### src/design/flpm_pkg.sv
package flpm_pkg;

  // defaults for the top-level parameters
  localparam int DEFAULT_NUM_FAULTS  = 6;
  localparam int DEFAULT_COUNT_WIDTH = 16;

  // fixed field widths
  localparam int OPCODE_W = 2;
  localparam int INDEX_W  = 4;
  localparam int THRESH_W = 16;
  localparam int MASK_W   = 6;
  localparam int TOTAL_W  = 3;
  localparam int OCC_W    = 16;

  localparam logic [THRESH_W-1:0] THRESH_RESET = 16'd10;

  typedef enum logic [OPCODE_W-1:0] {
    OP_SET   = 2'd0,
    OP_CLEAR = 2'd1,
    OP_TICK  = 2'd2
  } op_t;

  // event broadcast to every cell
  typedef struct packed {
    logic               fire;
    logic               set;
    logic               clear;
    logic               tick;
    logic [INDEX_W-1:0] index;
  } evt_t;

  // one result word
  typedef struct packed {
    logic               index_invalid;
    logic [MASK_W-1:0]  new_persistent_mask;
    logic [OCC_W-1:0]   occurrence_count;
    logic [TOTAL_W-1:0] persistent_total;
    logic [TOTAL_W-1:0] active_total;
    logic [MASK_W-1:0]  persistent_mask;
    logic [MASK_W-1:0]  active_mask;
  } res_t;

endpackage

### src/design/flpm_cell.sv
module flpm_cell #(
  parameter int CELL_IDX    = 0,
  parameter int COUNT_WIDTH = flpm_pkg::DEFAULT_COUNT_WIDTH,
  parameter int SUM_W       = 3
) (
  input  logic                          clk,
  input  logic                          rst,
  input  flpm_pkg::evt_t                evt,
  input  logic [flpm_pkg::THRESH_W-1:0] threshold,
  input  logic [flpm_pkg::OCC_W-1:0]    occ_in,
  input  logic [SUM_W-1:0]              act_sum_in,
  input  logic [SUM_W-1:0]              per_sum_in,
  output logic [flpm_pkg::OCC_W-1:0]    occ_out,
  output logic [SUM_W-1:0]              act_sum_out,
  output logic [SUM_W-1:0]              per_sum_out,
  output logic                          act_bit,
  output logic                          per_bit,
  output logic                          fresh_bit
);

  logic                   act;
  logic                   per;
  logic [COUNT_WIDTH-1:0] occ;
  logic [COUNT_WIDTH-1:0] tcnt;
  logic                   act_next;
  logic                   per_next;
  logic [COUNT_WIDTH-1:0] occ_next;
  logic [COUNT_WIDTH-1:0] tcnt_next;
  logic                   fresh;
  logic                   hit;
  logic [31:0]            occ_wide;

  assign hit = (evt.index == flpm_pkg::INDEX_W'(CELL_IDX));

  always_comb begin
    act_next  = act;
    per_next  = per;
    occ_next  = occ;
    tcnt_next = tcnt;
    fresh     = 1'b0;
    if (evt.set && hit && !act) begin
      act_next = 1'b1;
      occ_next = (occ == '1) ? occ : occ + COUNT_WIDTH'(1);
    end
    if (evt.clear && hit) begin
      act_next = 1'b0;
    end
    if (evt.tick) begin
      if (act) begin
        tcnt_next = (tcnt == '1) ? tcnt : tcnt + COUNT_WIDTH'(1);
        if ((32'(tcnt_next) >= 32'(threshold)) && !per) begin
          per_next = 1'b1;
          fresh    = 1'b1;
        end
      end else begin
        tcnt_next = '0;
        per_next  = 1'b0;
      end
    end
  end

  always_ff @(posedge clk) begin
    if (rst) begin
      act  <= 1'b0;
      per  <= 1'b0;
      occ  <= '0;
      tcnt <= '0;
    end else if (evt.fire) begin
      act  <= act_next;
      per  <= per_next;
      occ  <= occ_next;
      tcnt <= tcnt_next;
    end
  end

  // addressed cell replaces the count travelling down the row
  assign occ_wide    = 32'(occ_next);
  assign occ_out     = (hit && (evt.set || evt.clear)) ? occ_wide[flpm_pkg::OCC_W-1:0] : occ_in;
  assign act_sum_out = act_sum_in + SUM_W'(act_next);
  assign per_sum_out = per_sum_in + SUM_W'(per_next);
  assign act_bit     = act_next;
  assign per_bit     = per_next;
  assign fresh_bit   = fresh;

endmodule

### src/design/flpm_outbuf.sv
module flpm_outbuf (
  input  logic           clk,
  input  logic           rst,
  input  logic           push,
  input  flpm_pkg::res_t push_data,
  input  logic           pop,
  output logic           full,
  output logic           not_empty,
  output flpm_pkg::res_t head_data
);

  logic [1:0]     count;
  flpm_pkg::res_t head;
  flpm_pkg::res_t tail;

  always_ff @(posedge clk) begin
    if (rst) begin
      count <= 2'd0;
    end else begin
      case (count)
        2'd0: begin
          if (push) begin
            count <= 2'd1;
          end
        end
        2'd1: begin
          if (push && !pop) begin
            count <= 2'd2;
          end else if (!push && pop) begin
            count <= 2'd0;
          end
        end
        default: begin
          if (pop) begin
            count <= 2'd1;
          end
        end
      endcase
    end
  end

  always_ff @(posedge clk) begin
    case (count)
      2'd0: begin
        if (push) begin
          head <= push_data;
        end
      end
      2'd1: begin
        if (push && pop) begin
          head <= push_data;
        end else if (push) begin
          tail <= push_data;
        end
      end
      default: begin
        if (pop) begin
          head <= tail;
        end
      end
    endcase
  end

  assign full      = (count == 2'd2);
  assign not_empty = (count != 2'd0);
  assign head_data = head;

endmodule

### src/design/fault_latch_persistence_monitor.sv
// Fault monitor with one active flag, one persistent flag, a saturating
// occurrence counter and a saturating persistence counter per fault type.
// Events arrive on the s_ stream (opcode in tuser: set, clear or tick) and
// each event returns exactly one result word on the m_ stream, showing
// the state after the event. One event can be taken every clock cycle:
// all fault cells update in the same cycle and the result is registered
// into a two-word output buffer, so s_tready drops only when both words
// are held by a stalled consumer. The persistence threshold is to be
// written over the cfg_ port while no event is in flight, which the block
// itself does not enforce; it resets to 10 and a value of 0 behaves as 1.
module fault_latch_persistence_monitor #(
  parameter int NUM_FAULTS  = flpm_pkg::DEFAULT_NUM_FAULTS,
  parameter int COUNT_WIDTH = flpm_pkg::DEFAULT_COUNT_WIDTH
) (
  input  logic        clk,
  input  logic        rst,
  // configuration: persist_threshold
  input  logic        cfg_valid,
  output logic        cfg_ready,
  input  logic [15:0] cfg_data,
  // event stream
  input  logic        s_tvalid,
  output logic        s_tready,
  input  logic [7:0]  s_tdata,   // [3:0] fault_index, [7:4] zero
  input  logic [1:0]  s_tuser,   // [1:0] opcode
  // result stream
  output logic        m_tvalid,
  input  logic        m_tready,
  output logic [39:0] m_tdata,   // [5:0] active_mask, [11:6] persistent_mask,
                                 // [14:12] active_total, [17:15] persistent_total,
                                 // [33:18] occurrence_count,
                                 // [39:34] new_persistent_mask
  output logic        m_tuser    // [0] index_invalid
);

  localparam int SUM_W = $clog2(NUM_FAULTS + 1);

  logic [flpm_pkg::THRESH_W-1:0] threshold;
  logic                          accept;
  logic                          full;
  flpm_pkg::op_t                 op;
  logic [flpm_pkg::INDEX_W-1:0]  index;
  logic                          bad_index;
  logic                          addr_op;
  flpm_pkg::evt_t                evt;
  flpm_pkg::res_t                res;
  flpm_pkg::res_t                head;

  // chain between cells: occurrence select and running totals
  logic [flpm_pkg::OCC_W-1:0] occ_chain [0:NUM_FAULTS];
  logic [SUM_W-1:0]           act_chain [0:NUM_FAULTS];
  logic [SUM_W-1:0]           per_chain [0:NUM_FAULTS];
  logic [NUM_FAULTS-1:0]      act_vec;
  logic [NUM_FAULTS-1:0]      per_vec;
  logic [NUM_FAULTS-1:0]      fresh_vec;

  logic [15:0] act_wide;
  logic [15:0] per_wide;
  logic [15:0] fresh_wide;
  logic [7:0]  act_tot_wide;
  logic [7:0]  per_tot_wide;

  // threshold register, always ready
  assign cfg_ready = 1'b1;

  always_ff @(posedge clk) begin
    if (rst) begin
      threshold <= flpm_pkg::THRESH_RESET;
    end else if (cfg_valid && cfg_ready) begin
      threshold <= cfg_data;
    end
  end

  assign s_tready = !full;
  assign accept   = s_tvalid && s_tready;
  assign op       = flpm_pkg::op_t'(s_tuser);
  assign index    = s_tdata[flpm_pkg::INDEX_W-1:0];

  // set or clear naming a fault beyond the row is flagged and changes nothing
  always_comb begin
    case (op)
      flpm_pkg::OP_SET, flpm_pkg::OP_CLEAR: addr_op = 1'b1;
      default:                              addr_op = 1'b0;
    endcase
  end

  assign bad_index = addr_op && ({1'b0, index} >= (flpm_pkg::INDEX_W + 1)'(NUM_FAULTS));

  assign evt.fire  = accept;
  assign evt.set   = (op == flpm_pkg::OP_SET);
  assign evt.clear = (op == flpm_pkg::OP_CLEAR);
  assign evt.tick  = (op == flpm_pkg::OP_TICK);
  assign evt.index = index;

  assign occ_chain[0] = '0;
  assign act_chain[0] = '0;
  assign per_chain[0] = '0;

  for (genvar k = 0; k < NUM_FAULTS; k++) begin : g_cell
    flpm_cell #(
      .CELL_IDX    (k),
      .COUNT_WIDTH (COUNT_WIDTH),
      .SUM_W       (SUM_W)
    ) u_cell (
      .clk         (clk),
      .rst         (rst),
      .evt         (evt),
      .threshold   (threshold),
      .occ_in      (occ_chain[k]),
      .act_sum_in  (act_chain[k]),
      .per_sum_in  (per_chain[k]),
      .occ_out     (occ_chain[k+1]),
      .act_sum_out (act_chain[k+1]),
      .per_sum_out (per_chain[k+1]),
      .act_bit     (act_vec[k]),
      .per_bit     (per_vec[k]),
      .fresh_bit   (fresh_vec[k])
    );
  end

  // masks and totals cut to the output field widths
  assign act_wide     = 16'(act_vec);
  assign per_wide     = 16'(per_vec);
  assign fresh_wide   = 16'(fresh_vec);
  assign act_tot_wide = 8'(act_chain[NUM_FAULTS]);
  assign per_tot_wide = 8'(per_chain[NUM_FAULTS]);

  assign res.active_mask         = act_wide[flpm_pkg::MASK_W-1:0];
  assign res.persistent_mask     = per_wide[flpm_pkg::MASK_W-1:0];
  assign res.active_total        = act_tot_wide[flpm_pkg::TOTAL_W-1:0];
  assign res.persistent_total    = per_tot_wide[flpm_pkg::TOTAL_W-1:0];
  assign res.occurrence_count    = occ_chain[NUM_FAULTS];
  assign res.new_persistent_mask = fresh_wide[flpm_pkg::MASK_W-1:0];
  assign res.index_invalid       = bad_index;

  flpm_outbuf u_outbuf (
    .clk       (clk),
    .rst       (rst),
    .push      (accept),
    .push_data (res),
    .pop       (m_tvalid && m_tready),
    .full      (full),
    .not_empty (m_tvalid),
    .head_data (head)
  );

  assign m_tdata = {head.new_persistent_mask, head.occurrence_count, head.persistent_total,
                    head.active_total, head.persistent_mask, head.active_mask};
  assign m_tuser = head.index_invalid;

endmodule
### config.mk
export PLATFORM = sky130hd
export DESIGN_NAME = fault_latch_persistence_monitor
export DESIGN_NICKNAME = d
export VERILOG_FILES = /design/src/design/flpm_pkg.sv /design/src/design/flpm_cell.sv /design/src/design/flpm_outbuf.sv /design/src/design/fault_latch_persistence_monitor.sv
export SDC_FILE = /design/constraint.sdc
export NUM_CORES = 1
export LEC_CHECK = 0
export ABC_CLOCK_PERIOD_IN_PS = 13350
export BUFFER_PORTS_ARGS = -buffer_cell sky130_fd_sc_hd__buf_2
export CORE_MARGIN = 4
export CORE_UTILIZATION = 24
export CTS_CLUSTER_SIZE = 30
export DETAILED_ROUTE_END_ITERATION = 12
export PLACE_DENSITY = 0.35
export SLEW_MARGIN = 20
export SYNTH_ARGS = -nofsm -noshare
export SYNTH_HDL_FRONTEND = slang
export SYNTH_HIERARCHICAL = 1
export SYNTH_SLANG_ARGS = --single-unit
### constraint.sdc
create_clock -name clk -period 13.35 [get_ports clk]
set_input_delay 2.67 -clock clk [delete_from_list [all_inputs] [get_ports clk]]
set_output_delay 2.67 -clock clk [all_outputs]
set_load 0.1 [all_outputs]
* Yosys cells after proc, flatten, opt, wreduce, memory -nomap -nowiden *
Cells that the tools add are included.
Widths: inputs -> output; s select.

word-level totals
  register bits = 304
  input port bits = 31
  output and inout port bits = 44
  word-level logic and storage cells = 244

operators by class
  add/sub/neg operators = 22
  $lt $le $gt $ge = 7
  equality and inequality tests = 24
  mux-type cells = 88
  bitwise gates (word level) = 1
  reduce and logical (&&, ||, !) cells = 62

operators with widths
  cell                   number
  $mux 16                30
  $add 16x1->16 const B  12
  $eq 16x16->1 const B   12
  $mux 41                3
  $ge 16x16->1           6
  $pmux 41 s2            1
  $mux 1                 49
  $logic_and 1x1->1      36
  $add 3x1->3            6
  $logic_not 1->1        15
  $reduce_and 3->1       3
  $eq 4x2->1 const B     2
  $eq 4x3->1 const B     2
  $mux 2                 4
  $add 2x1->3            2
  $add 1x1->2            2
  $eq 2x1->1 const B     2
  $eq 2x2->1 const B     2
  $eq 4x1->1 const B     1
  $ge 4x3->1 const B     1
  $logic_not 2->1        2
  $logic_not 4->1        1
  $ne 2x1->1 const B     2
  $pmux 2 s2             1
  other kinds (7)        7

* Logic depth before layout (Yosys ltp) *
  word-level depth = 14
  mapped depth = 22
  gate-level depth less buffers = 21

* Modules after synthesis *
The synthesis kept the hierarchy.

modules (own cells, without submodules)
  module                            times used  cells an instance  area an instance (um^2)  seq. area each (um^2)
  flpm_cell (g_cell[1].u_cell ...)  3           406                3067.9                   680.7
  flpm_cell (g_cell[0].u_cell)      1           404                3123.0                   680.7
  flpm_outbuf                       1           145                3120.5                   2502.4
  flpm_cell (g_cell[3].u_cell)      1           405                3110.5                   680.7
  flpm_cell (g_cell[5].u_cell)      1           409                3055.4                   680.7
  fault_latch_persistence_monitor   1           63                 639.4                    320.3

* Worst setup path before layout *
OpenSTA, ideal clock, no wires.

  kind = input to register
  start = in s_tuser[1]
  end = reg u_outbuf/head_data[17] (netlist name)
  library setup time = 0.260 ns
  data arrival time = 6.162 ns
  data required time = 13.090 ns
  setup slack = 6.928 ns
  cell stages on the path = 12
  buffers on the path = 0
  path through = nor2b_1 mux2i_1 a31oi_1 ha_1 ha_1 ha_1 ha_1 ha_1 ha_1 ha_1 xor2_1 mux2_2

RTL lines
  item             RTL line                               RTL
  start, declared  fault_latch_persistence_monitor.sv:25  input logic [1:0] s_tuser,

==> qor.yml <==
die:
  rows: 111
  core_area_um2: 91800
  dieArea_um2: 97660
  die_h_um: 312.5
  ios: 75
  start_util_pct: 24.24
  die_w_um: 312.5
cts:
  cts_setup_buffers: 0
  clock_latency_ns: 0.58
  htree_num_levels: 2
  cts_tree: "yes"
  clock_sink_count: 304
  cts-hold-fix-buffers: 0
  clk_pin_slew_ns: 0.06
  numCtsBuffers: 43
  clockBufferDepth: 3
  cts_root_buffer: "clkbuf_16"
  cts_resized: 0
finish:
  diodes: 0
  finalNonFillerCells: 3959
  drive_gt1_share_pct: 12.04
  fin_area_um2: 25340
  nets: 2846
  area_growth_syn_to_layout_pct: 13.87
  utilization_pct: 27.60
route:
  firstDrtPassIters: 7
  ant_nets: 0
  routed_wl_um: 70640
  via_per_inst: 4.895
  wl_per_cell_um: 17.84
  drt_iter0_drc: 930
  post-route-drc-count: 0
  vias: 19380
timing:
  clock_skew_ns: 0.02920
  tightestPinTransition_ns: 0.9996
  timing.fmax_ghz: 0.1581
  max_slew_margin_pct: 33.12
  final_hold_viol_count: 0
  fin_hold_ws_ns: 0.4854
  fin_setup_tns_ns: 0
  period_minus_slack_ns: 6.325
  drv_slew: 0
  finalCritPeriodShare_pct: 47.38
  setup_viol: 0
  rsz0062_at_grt: "no"
grt:
  grt_pass1_wl_um: 111000
  overflow: 0
  grt_pass1_vias: 19090
  grt.total_usage_pct: 14.14
  grt_max_degree: 77
  antenna_found_initial: 1
setup_path:
  r2r_slack_ns: 7.10
  arrival_ns: 6.65
  r2r_start: "g_cell[1].u_cell/tcnt[2]$_SDFFE_PP0P_"
  slowest_stage: "nor2b_1"
  r2r_cells: 17
  crit_path_cell_trace: "buf_2, nor2_2, buf_4, nor2b_1, nand2_2, a21oi_1, nor3b_1, a221o_1, a221o_1, a221o_1, a221o_1, a221o_1, a221o_1, mux2_2"
  crit_fanout: 21
  worstPathRequired_ns: 13.68
  path_common_cell: "a221o_1"
  max_stage_delay_ns: 0.40
  r2r-end: "u_outbuf/head_data[17]$_DFFE_PP_"
  cp-end-kind: "register"
  crit_path_start_kind: "input pin"
  path_class: "in2reg"
yosys:
  yosysSeqAreaShare_pct: 31.04
  ys_seq_elements: 304
  netlist_instances: 2644
  netlist_area_um2: 22250
  yosysMostFrequentCell: "nand2_1"
  synth_top_area_share_pct: 19.97
  async_flop_share_pct: 0
  yosysWarnings: 6
  synth.largest_area_cell: "dfxtp_1"
  synth.distinct_cells: 85
  yosys-top-cells-count: "303 x nand2_1, 222 x dfxtp_1, 190 x a21oi_1, 187 x xnor2_1, 182 x nor2_1"
  synthFlopType: "dfxtp_1"
  synth_edf_count: 82
  synth.area.top_cells: "dfxtp_1 20%, edfxtp_1 11%, ha_1 7.5%"
  syn_avg_cell_area_um2: 8.416
place:
  gp_congestion: 0.7777
  port_buffers: 69
  hpwl_um: 50010
  placed_cells: 3879
  dpl_cell_area_um2: 23890
outcome:
  status: "completed"
pwr:
  vdd_drop_max_uv: 75.04
  powerDensity_nw_per_um2: 98.27
  p_leak_nw: 8.995
hold_path:
  hold_end: "g_cell[5].u_cell/tcnt[11]$_SDFFE_PP0P_"
  holdPathStages: 1
  min_path_type: "reg2reg"
  min-delay-start: "g_cell[5].u_cell/tcnt[11]$_SDFFE_PP0P_"
job:
  max-cap-violations: 0
==> report_power, final <==
| part | internal [mW] | total, mW | switching (mW) |
|---|---|---|---|
| Clock | 0.723 | 1.20 | 0.474 |
| Sequential | 0.978 | 0.998 | 0.0202 |
| Combinational | 0.0658 | 0.295 | 0.229 |
| Total | 1.77 | 2.49 | 0.724 |
==> final cells by class <==
type | instances | area (um^2)
timing repair buffer | 99 | 576.8
sequential | 304 | 6908
clock buffer | 51 | 1137
clock inverter | 29 | 300.3
multi-input combinational | 2090 | 14320
fill | 9866 | 66460
inverter | 143 | 536.8
tap | 1243 | 1555
==> registers in the layout (all words and copies together) (netlist names) <==
name	count
threshold	16
g_cell.u_cell/per	6
g_cell.u_cell/occ	96
g_cell.u_cell/tcnt	96
u_outbuf/count	2
u_outbuf/tail	41
g_cell.u_cell/act	6
u_outbuf/head_data	41
==> metal layers <==
metal  vias up  part of all wire [%]  global-route usage (%)
met5         -                 0.018                       0
met4         2                   2.4                   3.680
met3        81                   3.2                   1.843
met1      9336                    49                   19.67
met2       257                    45                   23.10
li1       9705                     -                       -
==> kinds of logic after synthesis <==
logic type / after synthesis / share of synthesized area, %
flops: 304 / 31.04
simple gates: 982 / 23.76
xor+xnor: 232 / 9.131
other cells: 2 / 0.03375
fa+ha+maj: 134 / 7.534
buf+inv: 271 / 5.207
compound gates: 600 / 17.58
mux: 119 / 5.718
==> layout by cell type (no fill, tap or decap), types with 45 or more instances in the layout <==
cell | synthesis | final
nand3_1 | 106 | 106
and3_1 | 48 | 48
xnor2_1 | 187 | 187
mux2_2 | 63 | 63
a211oi_1 | 98 | 98
edfxtp_1 | 82 | 82
mux2i_1 | 54 | 53
nor3_1 | 51 | 51
a21oi_1 | 190 | 190
nand4_1 | 56 | 56
nand2_1 | 303 | 303
inv_1 | 143 | 143
buf_2 | 26 | 68
ha_1 | 134 | 134
xor2_1 | 45 | 45
nor2_1 | 182 | 180
o21ai_0 | 130 | 125
dfxtp_1 | 222 | 221
==> worst max-delay path, delay by kind of cell <==
| kind | cells | cell delay [ns] |
|---|---|---|
| compound gates | 7 | 2.43 |
| buf+inv | 2 | 0.41 |
| mux | 1 | 0.27 |
| simple gates | 4 | 0.85 |
==> through the flow <==
| step | power [mW] | setup WS, ns |
|---|---|---|
| 6_report | 2.490 | 7.025 |
| 5_1_grt | 2.601 | 6.596 |
| 4_1_cts | 2.553 | 6.996 |
| 3_5_place_dp | 1.321 | 6.363 |
| 3_3_place_gp | 1.318 | 6.404 |
| 2_1_floorplan | 1.233 | 6.928 |
==> how the worst max path moves through the flow <==
| stage | from | to | slack [ns] | depth (start not counted) |
|---|---|---|---|---|
| floorplan | s_tuser[1] | u_outbuf/head_data[17]$_DFFE_PP_ | 6.93 | 12 |
| CTS | s_tuser[1] | u_outbuf/head_data[19]$_DFFE_PP_ | 7.00 | 14 |
| global placement | s_tuser[1] | u_outbuf/head_data[19]$_DFFE_PP_ | 6.40 | 14 |
| detailed placement | s_tuser[1] | u_outbuf/head_data[19]$_DFFE_PP_ | 6.36 | 14 |
| global route | g_cell[1].u_cell/tcnt[2]$_SDFFE_PP0P_ | u_outbuf/head_data[17]$_DFFE_PP_ | 6.60 | 17 |
| finish | s_tuser[1] | u_outbuf/head_data[19]$_DFFE_PP_ | 7.03 | 14 |
Note: power is estimated with default switching activity, not from simulation.
